===== src/lz_token_stream_decoder_unit_assert.svh =====
// Assertion macros for the decoder RTL (used in lztsd_dpath).
// Expects clk and rst (synchronous, active high) in the including module.
`ifndef LZ_TOKEN_STREAM_DECODER_UNIT_ASSERT_SVH
`define LZ_TOKEN_STREAM_DECODER_UNIT_ASSERT_SVH

// same-cycle implication
`define LZTSD_CHK_NOW(lbl, a, c) \
  lbl: assert property (@(posedge clk) disable iff (rst) (a) |-> (c)) \
    else $error("lztsd check failed");

// next-cycle implication
`define LZTSD_CHK_NEXT(lbl, a, c) \
  lbl: assert property (@(posedge clk) disable iff (rst) (a) |=> (c)) \
    else $error("lztsd check failed");

`endif


===== src/lztsd_pkg.sv =====
// Package of the LZ token stream decoder: sizes, codes, enums and the
// command/status structs between controller and datapath. No dependencies.
package lztsd_pkg;

  localparam int WINDOW_DEPTH = 16384;
  localparam int HEADER_BYTES = 4;
  localparam int LANES        = 8;

  localparam int AW       = $clog2(WINDOW_DEPTH);
  localparam int HDR_W    = $clog2(HEADER_BYTES + 2);
  localparam int FILL_W   = $clog2(LANES + 1);
  localparam int LANE_IW  = (LANES > 1) ? $clog2(LANES) : 1;
  localparam int COUNT_W  = 4;
  localparam int PC_W     = 25;
  localparam int RUN_W    = 9;
  localparam int DIST_W   = 14;
  localparam int LIT_W    = 6;
  localparam int OLEN_W   = 24;
  localparam int APB_AW   = 3;
  localparam int APB_DW   = 32;

  localparam logic REG_OUT_LENGTH = 1'b0;

  // token class bounds
  localparam logic [7:0] TOK_LIT_MAX    = 8'h3F;
  localparam logic [7:0] TOK_RAMP8_MAX  = 8'h4F;
  localparam logic [7:0] TOK_RAMP16_MAX = 8'h5F;
  localparam logic [7:0] TOK_REP1_MAX   = 8'h6F;
  localparam logic [7:0] TOK_REP2_MAX   = 8'h7F;
  localparam logic [7:0] TOK_SREF_MAX   = 8'hBF;
  localparam logic [7:0] TOK_REF1_MAX   = 8'hDF;

  typedef enum logic [1:0] {
    ST_RUN = 2'd0,
    ST_OK  = 2'd1,
    ST_BAD = 2'd2,
    ST_LEN = 2'd3
  } status_t;

  typedef enum logic [2:0] {
    PH_HEADER,
    PH_TOKEN,
    PH_LITERAL,
    PH_NEED1,
    PH_NEED2
  } phase_t;

  typedef enum logic [2:0] {
    GEN_LIT,
    GEN_RAMP8,
    GEN_RAMP16,
    GEN_REP1,
    GEN_REP2,
    GEN_COPY
  } gen_t;

  typedef enum logic [2:0] {
    S_IDLE,
    S_DECODE,
    S_READ,
    S_PUT,
    S_FLUSH,
    S_EMPTY
  } state_t;

  typedef struct packed {
    logic capture;
    logic decode;
    logic read;
    logic put;
    logic flush;
    logic empty;
  } ctrl_cmd_t;

  typedef struct packed {
    logic ignore;
    logic no_bytes;
    logic final_nz;
    logic dec_copy;
    logic run_copy;
    logic ends_packet;
    logic remaining_zero;
    logic out_free;
  } dp_stat_t;

endpackage


===== src/lztsd_ctrl.sv =====
// Sequencing controller of the LZ token stream decoder.
// Depends on lztsd_pkg; drives commands into lztsd_dpath.
module lztsd_ctrl (
  input  logic                  clk,
  input  logic                  rst,
  input  logic                  in_valid,
  output logic                  in_stall,
  input  lztsd_pkg::dp_stat_t   stat,
  output lztsd_pkg::ctrl_cmd_t  cmd
);
  import lztsd_pkg::*;

  state_t state, state_next;

  always_ff @(posedge clk) begin
    if (rst) begin
      state <= S_IDLE;
    end else begin
      state <= state_next;
    end
  end

  always_comb begin
    state_next = state;
    case (state)
      S_IDLE: begin
        if (in_valid) state_next = S_DECODE;
      end
      S_DECODE: begin
        if (stat.ignore) state_next = S_IDLE;
        else if (stat.no_bytes) state_next = stat.final_nz ? S_EMPTY : S_IDLE;
        else state_next = stat.dec_copy ? S_READ : S_PUT;
      end
      S_READ: state_next = S_PUT;
      S_PUT: begin
        if (stat.ends_packet) state_next = S_FLUSH;
        else state_next = stat.run_copy ? S_READ : S_PUT;
      end
      S_FLUSH: begin
        if (stat.out_free) begin
          if (stat.remaining_zero) state_next = S_IDLE;
          else state_next = stat.run_copy ? S_READ : S_PUT;
        end
      end
      S_EMPTY: begin
        if (stat.out_free) state_next = S_IDLE;
      end
      default: state_next = S_IDLE;
    endcase
  end

  always_comb begin
    cmd      = '0;
    in_stall = 1'b1;
    case (state)
      S_IDLE: begin
        in_stall    = 1'b0;
        cmd.capture = in_valid;
      end
      S_DECODE: cmd.decode = 1'b1;
      S_READ:   cmd.read   = 1'b1;
      S_PUT:    cmd.put    = 1'b1;
      S_FLUSH:  cmd.flush  = stat.out_free;
      S_EMPTY:  cmd.empty  = stat.out_free;
      default: begin
        cmd = '0;
      end
    endcase
  end

endmodule


===== config.mk =====
export PLATFORM = sky130hd
export DESIGN_NAME = lztsd_ctrl
export DESIGN_NICKNAME = d
export VERILOG_FILES = /design/src/lz_token_stream_decoder_unit_assert.svh /design/src/lztsd_pkg.sv /design/src/lztsd_ctrl.sv
export SDC_FILE = /design/constraint.sdc
export NUM_CORES = 1
export LEC_CHECK = 0
export BUFFER_PORTS_ARGS = -buffer_cell sky130_fd_sc_hd__clkbuf_2
export CAP_MARGIN = 10
export CORE_AREA = 2 2 39 41
export CTS_CLUSTER_DIAMETER = 100
export CTS_CLUSTER_SIZE = 30
export DETAILED_ROUTE_END_ITERATION = 8
export DIE_AREA = 0 0 41 43
export GPL_ROUTABILITY_DRIVEN = 0
export SYNTH_ARGS = -nofsm -noshare
export SYNTH_HDL_FRONTEND = slang
export SYNTH_SLANG_ARGS = --single-unit

===== constraint.sdc =====
create_clock -name clk -period 1.2 [get_ports clk]
set_clock_uncertainty 0.05 [all_clocks]
set_input_delay 0.12 -clock clk [delete_from_list [all_inputs] [get_ports clk]]
set_output_delay 0.12 -clock clk [all_outputs]
set_load 0.05 [all_outputs]

==> flow_metrics.py, run 1 <==
metrics = {
    "run_status": {
        "outcome": "finished with violations",
        "failed_checks": "setup timing",
    },
    "setup_path": {
        "startpoint_type": "register",
        "cp_max_fo": 5,
        "cp-end-kind": "primary output",
        "max_stage_delay_ns": 0.40,
        "arrival_ns": 1.24,
        "worst-setup-path-type": "reg2out",
        "required_ns": 1.03,
        "critical_path.cell_chain": "or3_4 > nor2_4 > buf_8",
        "crit_slowest_cell": "or3_4",
    },
    "final_layout": {
        "n_antenna_cell": 0,
        "layout_commonest_cell": "clkbuf_2",
        "post-route-util": 0.567,
        "drive_above_1_share": 0.776,
        "largest_register": "state",
        "layout_common_cells": "clkbuf_2, buf_4, buf_6",
        "top_regs": "state (3)",
        "nNetsFinal": 88,
        "synthToLayoutAreaGrowth_pct": 143,
        "largest_reg_flops": 3,
    },
    "detailed_routing": {
        "vias": 453,
        "drt_iter0_drc": 5,
        "drt_wl_total_microns": 1170,
        "drc": 0,
        "vias_per_cell": 4.92,
        "ant_nets": 0,
        "first_pass_iters": 4,
        "wl_per_cell_microns": 12.7,
    },
    "clock_network": {
        "path_clk_slew_ns": 0.04,
        "cts-root-buf": "clkbuf_4",
        "clock_path_buffers": 2,
        "clock_sink_count": 3,
        "cts_inserted_buffers": 3,
        "cts_tree": "done",
        "clkLatencyLatePin_ns": 0.25,
        "htree_levels": 1,
        "cts_hold_buf": 0,
    },
    "timing": {
        "tightest_slew_ns": 0.238,
        "rsz0062_at_grt": "yes",
        "finalHoldViolCount": 0,
        "setup_tns_ns": -1.24,
        "setup_viol": 9,
        "fmax_ghz": 0.708,
        "worst_slack_ns": -0.213,
        "fin_crit_sh": 1.18,
        "timing.slew.headroom": 0.841,
        "drv_slew": 0,
        "period_minus_slack_ns": 1.41,
    },
    "die": {
        "dieArea_sq_mm": 0.00176,
        "ios": 18,
        "core_sq_mm": 0.00138,
        "initial_core_util": 0.233,
        "fp.dieH_microns": 43,
        "row_count": 14,
        "fp.dieW_microns": 41,
    },
    "synthesis": {
        "synth_largest_area_cell": "dfxtp_1",
        "syn_inst": 42,
        "synth-seq-cells": 3,
        "postSynthAreaPerCell_sq_um": 7.69,
        "syn_nets": 53,
        "synthDistinctLibCells": 26,
        "yosysWarnings": 0,
        "ys_seq_area_frac": 0.186,
        "synth_top_area_share": 0.186,
        "netlist_top_cells_area": "dfxtp_1, nor2_1, and3b_1",
        "synth_area_sq_um": 323,
    },
    "global_route": {
        "overflow": 0,
        "grt_pass1_vias": 433,
        "grt_first_pass_wirelength_microns": 1640,
        "grt_max_degree": 8,
        "track_usage": 0.143,
        "antenna_found_initial": 0,
    },
    "pwr": {
        "ir_drop_mv": 0.320,
        "leakage_nw": 0.349,
        "p_per_area_mw_per_mm2": 744,
    },
    "place": {
        "place_ws_ns": -0.136,
        "hpwl_microns": 758,
        "port-buffer-count": 17,
    },
    "flow_run": {
        "max_cap_violations": 0,
    },
    "min_path": {
        "hp-class": "in2reg",
    },
}
==> worst paths after layout <==
path	startpoint	to	slack (ns)	cells after the start
min	rst	state[2]	0.02	2
min reg2reg	state[2]	state[0]	0.66	3
max	state[0]	cmd[5]	-0.21	3
max reg2reg	state[0]	state[1]	-0.08	5
==> what timing repair did <==
action / 4_1_cts / 5_1_grt
cloned: 0 / 0
endpoints found under the setup margin: 10 / 10
setup buffers: 5 / 1
pin swaps: 13 / 4
gates resized for setup: 36 / 11
==> routing by layer <==
metal  track usage  share of wire
met3        0.0314          0.044
met4         0.100          0.021
met5             0              0
met2         0.238           0.57
met1         0.145           0.36
==> per-stage QoR <==
stage | std cells | instance area (sq um) | hold WS, ns | power (W)
floorplan | 42 | 360 | 0.139 | 0.000256
global placement | 82 | 510 | 0.284 | 0.000313
detailed placement | 82 | 510 | 0.288 | 0.000313
CTS | 91 | 738 | 0.0206 | 0.000558
global route | 92 | 785 | 0.0485 | 0.000601
finish | 92 | 785 | 0.0178 | 0.000584
==> area by class of cell <==
| type | instances | area (sq um) |
|---|---|---|
| clock buffer | 4 | 26.3 |
| inverter | 2 | 7.51 |
| multi-input combinational | 34 | 335 |
| timing repair buffer | 33 | 324 |
| tap | 16 | 20.0 |
| sequential | 3 | 71.3 |
| fill | 111 | 599 |
==> cells in the mapped netlist, drive strengths merged <==
cell,n
a21o,2
a21oi,3
a22oi,1
a31oi,1
and2,1
and3,1
and3b,2
buf,3
dfxtp,3
inv,2
mux2i,1
nand2,2
nand2b,1
nand4,1
nor2,7
nor2b,1
nor3,2
nor3b,2
o21ai,1
o221a,1
o22ai,1
o31a,1
o41ai,1
or3,1
==> power by group <==
group          leakage (nW)  internal [W]  total [W]  switching (W)
sequential           0.0267      0.000104   0.000112     0.00000868
clock                0.0150      0.000125   0.000188      0.0000627
combinational         0.308      0.000138   0.000284       0.000146
==> kinds of logic after synthesis <==
| group | after synthesis | synth area share |
|---|---|---|
| AND/OR/NAND/NOR | 21 | 0.392 |
| flip-flops | 3 | 0.186 |
| buffers and inverters | 5 | 0.0892 |
| multiplexers | 1 | 0.0310 |
| AO/OA/AOI/OAI | 12 | 0.302 |
==> critical path: cells and delay by family (launching register included) <==
kind	cells	cell delay [ns]
and+or+nand+nor	2	0.50
DFF	1	0.35
buffers and inverters	1	0.15
No activity file was read; power rests on OpenSTA's default activity.
==> run 2, diff against run 1 <==
--- a/config.mk
+++ b/config.mk
@@ -13,6 +13,7 @@
 export DETAILED_ROUTE_END_ITERATION = 8
 export DIE_AREA = 0 0 41 43
 export GPL_ROUTABILITY_DRIVEN = 0
+export PLACE_DENSITY_LB_ADDON = 0.3
 export SYNTH_ARGS = -nofsm -noshare
 export SYNTH_HDL_FRONTEND = slang
 export SYNTH_SLANG_ARGS = --single-unit
==> run 2 against run 1 <==
The run still ends with setup timing left. Worst hold slack improved by 0.024 ns. Via count shrank 5.1%. Largest cell class unchanged. Cell area fell by 13%. Sequential power hardly changed. Non-clock buffer count shrank 4.
==> flow_metrics.py, run 2 (same netlist as run 1, synthesis figures left out) <==
metrics = {
    "pwr": {
        "ir_drop_mv": 0.356,
        "p_per_area_mw_per_mm2": 794,
        "leakage_nw": 0.314,
    },
    "timing": {
        "period_minus_slack_ns": 1.41,
        "setup_viol": 8,
        "setup_tns_ns": -0.962,
        "rsz0062_at_grt": "yes",
        "whs_ns": 0.0416,
        "fmax_ghz": 0.711,
        "tightest_slew_ns": 0.235,
        "worst_slack_ns": -0.206,
        "drv_slew": 0,
        "timing.slew.headroom": 0.842,
        "finalHoldViolCount": 0,
        "fin_crit_sh": 1.17,
    },
    "die": {
        "initial_core_util": 0.233,
        "row_count": 14,
        "dieArea_sq_mm": 0.00176,
        "ios": 18,
        "core_sq_mm": 0.00138,
        "fp.dieW_microns": 41,
        "fp.dieH_microns": 43,
    },
    "global_route": {
        "grt_max_degree": 10,
        "use_met3": 0.0314,
        "met1_usage": 0.137,
        "track_usage": 0.136,
        "grt_pass1_vias": 424,
        "overflow": 0,
        "antenna_found_initial": 0,
        "grt_first_pass_wirelength_microns": 1630,
        "grtUsageMet2": 0.234,
        "grt-busiest-layer": "met2",
    },
    "setup_path": {
        "worst-setup-path-type": "reg2out",
        "rrSetupSlack_ns": -0.09,
        "startpoint": "state[0]",
        "cp-end-kind": "primary output",
        "startpoint_type": "register",
        "r2r-end": "state[0]",
        "worst_r2r_path_depth": 5,
        "arrival_ns": 1.24,
        "rr_startpoint": "state[2]",
        "cp_max_fo": 6,
        "endpoint": "cmd[5]",
        "required_ns": 1.03,
    },
    "final_layout": {
        "nNetsFinal": 84,
        "fillCellCount": 130,
        "layout_common_cells": "clkbuf_2, buf_4, nor2_1",
        "drive_above_1_share": 0.694,
        "top_regs": "state (3)",
        "largest_reg_flops": 3,
        "layout_commonest_cell": "clkbuf_2",
        "n_antenna_cell": 0,
        "largest_register": "state",
        "synthToLayoutAreaGrowth_pct": 112,
    },
    "flow_run": {
        "max_cap_violations": 0,
    },
    "place": {
        "hpwl_microns": 720,
        "place_ws_ns": -0.0881,
        "port-buffer-count": 17,
    },
    "clock_network": {
        "clock_path_buffers": 2,
        "cts_inserted_buffers": 3,
        "cts-root-buf": "clkbuf_4",
        "clkLatencyLatePin_ns": 0.24,
        "clock_sink_count": 3,
        "path_clk_slew_ns": 0.04,
        "cts_tree": "done",
        "htree_levels": 1,
        "cts_hold_buf": 0,
    },
    "run_status": {
        "outcome": "finished with violations",
        "failed_checks": "setup timing",
    },
    "detailed_routing": {
        "ant_nets": 0,
        "vias_per_cell": 4.89,
        "drt_iter0_drc": 12,
        "first_pass_iters": 4,
        "drt_wl_total_microns": 963,
        "wl_per_cell_microns": 10.9,
        "vias": 430,
        "drc": 0,
    },
    "min_path": {
        "hp-class": "in2reg",
    },
}
[run 2: how the worst min path moves through the flow]
stage	startpoint	to	slack, ns	depth (start not counted)
final	rst	state[2]	0.04	2
after global routing	rst	state[2]	0.06	2
after CTS	rst	state[2]	0.04	2
after detailed placement	rst	state[2]	0.30	2
after global placement	rst	state[2]	0.30	2
after floorplan	rst	state[2]	0.14	1
[run 2: through the flow]
step | util | power (W) | instances | area [sq um]
floorplan | - | 0.000256 | 42 | 360
global placement | 0.358 | 0.000318 | 80 | 495
detailed placement | 0.358 | 0.000317 | 80 | 495
CTS | 0.486 | 0.000542 | 87 | 673
global route | 0.494 | 0.000579 | 88 | 683
finish | 0.494 | 0.000542 | 88 | 683
[run 2: worst max-delay path, cell delays in order (launching register included)]
cell and delay, ns:
dfxtp_4 0.35, or3_4 0.40, nor2_4 0.10, buf_8 0.15
[run 2: power by group]
group / switching (W) / total (W) / internal (W)
clock network: 0.0000560 / 0.000181 / 0.000125
logic: 0.000128 / 0.000247 / 0.000119
registers: 0.00000899 / 0.000114 / 0.000105
total: 0.000193 / 0.000542 / 0.000350
[run 2: per-layer routing]
layer	wire [microns]	part of all wire
met1	369	0.38
met2	529	0.55
met3	51	0.053
met4	14	0.015
met5	0	0
[run 2: repair_timing]
action,4_1_cts,5_1_grt
buffers inserted,3,1
gates resized for setup,30,2
hold endpoints to repair,0,0
pin swaps,5,2
endpoints found under the setup margin,9,9
[run 2: final cells by class]
class                      instances  area (sq um)  share of cell area
multi-input combinational         34           290               0.425
clock buffer                       4          26.3              0.0385
tap                               16          20.0              0.0293
sequential                         3          68.8               0.101
timing repair buffer              29           270               0.396
inverter                           2          7.51              0.0110
==> run 3, diff against run 2 <==
--- a/config.mk
+++ b/config.mk
@@ -14,6 +14,7 @@
 export DIE_AREA = 0 0 41 43
 export GPL_ROUTABILITY_DRIVEN = 0
 export PLACE_DENSITY_LB_ADDON = 0.3
+export SETUP_SLACK_MARGIN = 0.05
 export SYNTH_ARGS = -nofsm -noshare
 export SYNTH_HDL_FRONTEND = slang
 export SYNTH_SLANG_ARGS = --single-unit
==> constraint.sdc (replaced) <==
create_clock -name clk -period 1.3 [get_ports clk]
set_clock_uncertainty 0.05 [all_clocks]
set_input_delay 0.13 -clock clk [delete_from_list [all_inputs] [get_ports clk]]
set_output_delay 0.13 -clock clk [all_outputs]
set_load 0.05 [all_outputs]
==> run 3 against run 2 <==
The flow still finishes with violations (setup timing). Critical endpoint unchanged. First-iteration DRC count decreased by 33%. Final cell count down 1.1%. Die area unchanged. Register-to-register slack about the same. Sequential share of layout area hardly changed. Non-clock buffer count down 1. Total power fell by 2.7%.
==> flow_metrics.py, run 3 (same netlist as run 1, synthesis figures left out) <==
metrics = {
    "run_status": {
        "outcome": "finished with violations",
        "failed_checks": "setup timing",
    },
    "detailed_routing": {
        "drc": 0,
        "drt_wl_total_microns": 1150,
        "vias_per_cell": 4.90,
        "vias": 426,
        "first_pass_iters": 3,
        "wl_per_cell_microns": 13.2,
        "drt_iter0_drc": 8,
        "ant_nets": 0,
    },
    "flow_run": {
        "max_cap_violations": 0,
    },
    "place": {
        "dp.cells": 75,
        "port-buffer-count": 17,
        "hpwl_microns": 710,
        "placed_cell_area_sq_um": 458,
    },
    "pwr": {
        "power.internal_w": 0.000341,
        "leakage_nw": 0.303,
        "ir_drop_mv": 0.470,
        "p_sw_w": 0.000186,
        "comb_power_share": 0.484,
        "p_clk_frac": 0.315,
        "p_per_area_mw_per_mm2": 803,
        "p_sw_frac": 0.353,
        "total_power_w": 0.000527,
        "seqPwrFrac": 0.200,
    },
    "die": {
        "fp.dieW_microns": 41,
        "dieArea_sq_mm": 0.00176,
        "fp.dieH_microns": 43,
        "initial_core_util": 0.233,
        "ios": 18,
        "row_count": 14,
        "core_sq_mm": 0.00138,
    },
    "final_layout": {
        "nNetsFinal": 83,
        "n_antenna_cell": 0,
        "largest_reg_flops": 3,
        "top_regs": "state (3)",
        "drive_above_1_share": 0.676,
        "layout_commonest_cell": "clkbuf_2",
        "stdcell_area_sq_um": 657,
        "largest_register": "state",
        "stdcell_count": 87,
        "layout_common_cells": "clkbuf_2, buf_4, nor2_1, clkbuf_4, buf_8",
        "synthToLayoutAreaGrowth_pct": 103,
    },
    "min_path": {
        "whs_endpoint": "state[2]",
        "worstHoldStart": "rst",
        "worst_hold_path.num_cells": 2,
        "hp-class": "in2reg",
    },
    "setup_path": {
        "arrival_ns": 1.24,
        "max_stage_delay_ns": 0.40,
        "worstPathBufferInverterCount": 1,
        "rr_startpoint": "state[0]",
        "cp-end-kind": "primary output",
        "startpoint_type": "register",
        "worst-setup-path-type": "reg2out",
        "critical_path.cell_chain": "or3_4 > nor2_4 > buf_8",
        "cp_max_fo": 5,
        "worst_r2r_path_depth": 6,
        "crit_slowest_cell": "or3_4",
        "critPathTopFamily": "simple AND/OR/NAND/NOR gates",
        "rrSetupSlack_ns": -0.08,
        "r2r-end": "state[0]",
        "required_ns": 1.12,
    },
    "global_route": {
        "grt_first_pass_wirelength_microns": 1510,
        "overflow": 0,
        "track_usage": 0.133,
        "antenna_found_initial": 0,
        "grt_max_degree": 11,
        "grt_pass1_vias": 347,
    },
    "timing": {
        "tightest_slew_ns": 0.270,
        "period_minus_slack_ns": 1.42,
        "fin_crit_sh": 1.09,
        "timing.slew.headroom": 0.819,
        "finalHoldViolCount": 0,
        "fmax_ghz": 0.706,
        "drv_slew": 0,
        "worst_slack_ns": -0.117,
        "rsz0062_at_grt": "yes",
        "setup_viol": 6,
    },
    "clock_network": {
        "clkLatencyLatePin_ns": 0.23,
        "htree_levels": 1,
        "clock_sink_count": 3,
        "cts-root-buf": "clkbuf_4",
        "cts_inserted_buffers": 3,
        "clock_path_buffers": 2,
        "cts_tree": "done",
        "path_clk_slew_ns": 0.04,
    },
}
## run 3: metrics by stage
step | TNS [ns] | util | setup slack, ns | hold WS [ns]
6_report | -0.528 | 0.475 | -0.117 | 0.0565
5_1_grt | -0.859 | 0.475 | -0.166 | 0.0471
4_1_cts | -0.449 | 0.409 | -0.159 | 0.0494
3_5_place_dp | 0 | 0.331 | 0.0152 | 0.309
3_3_place_gp | 0 | 0.331 | 0.0304 | 0.311
2_1_floorplan | -0.180 | - | -0.123 | 0.149
## run 3: layout make-up
cell class              instances  area [sq um]
clock buffers                   4          26.3
fillers                       145           727
inverters                       2          7.51
multi-input cells              34           289
flip-flops and latches          3          66.3
well taps                      16          20.0
repair buffers                 28           248
## run 3: power by group through the flow
stage	Combinational (W)	Sequential [W]	Clock, W
final	0.000255	0.000106	0.000166
after global placement	0.000170	0.000108	0
after floorplan	0.000130	0.000106	0
after detailed placement	0.000171	0.000108	0
after global routing	0.000269	0.000106	0.000187
after CTS	0.000196	0.000107	0.000174
## run 3: layer usage
metal  global-route usage  routed length [microns]  up-vias
met4               0.0200                       28        0
met2                0.225                      656       15
met3               0.0785                       49        2
li1                     -                        -      210
met5                    0                        0        -
met1                0.137                      415      199
## run 3: worst max path at each step
stage,from,cells after the start,endpoint
after floorplan,state[0],3,cmd[5]
after CTS,state[0],3,cmd[5]
after global routing,state[0],3,cmd[5]
after detailed placement,state[2],3,cmd[5]
after global placement,state[2],4,state[0]
final,state[0],3,cmd[5]
## run 3: what timing repair did
action	CTS	global route
gates resized for setup	16	12
pin swaps	5	1
cloned	0	1
buffers inserted	3	4
endpoints found under the hold margin	0	0
endpoints found under the setup margin	9	9
hold buffers	0	0
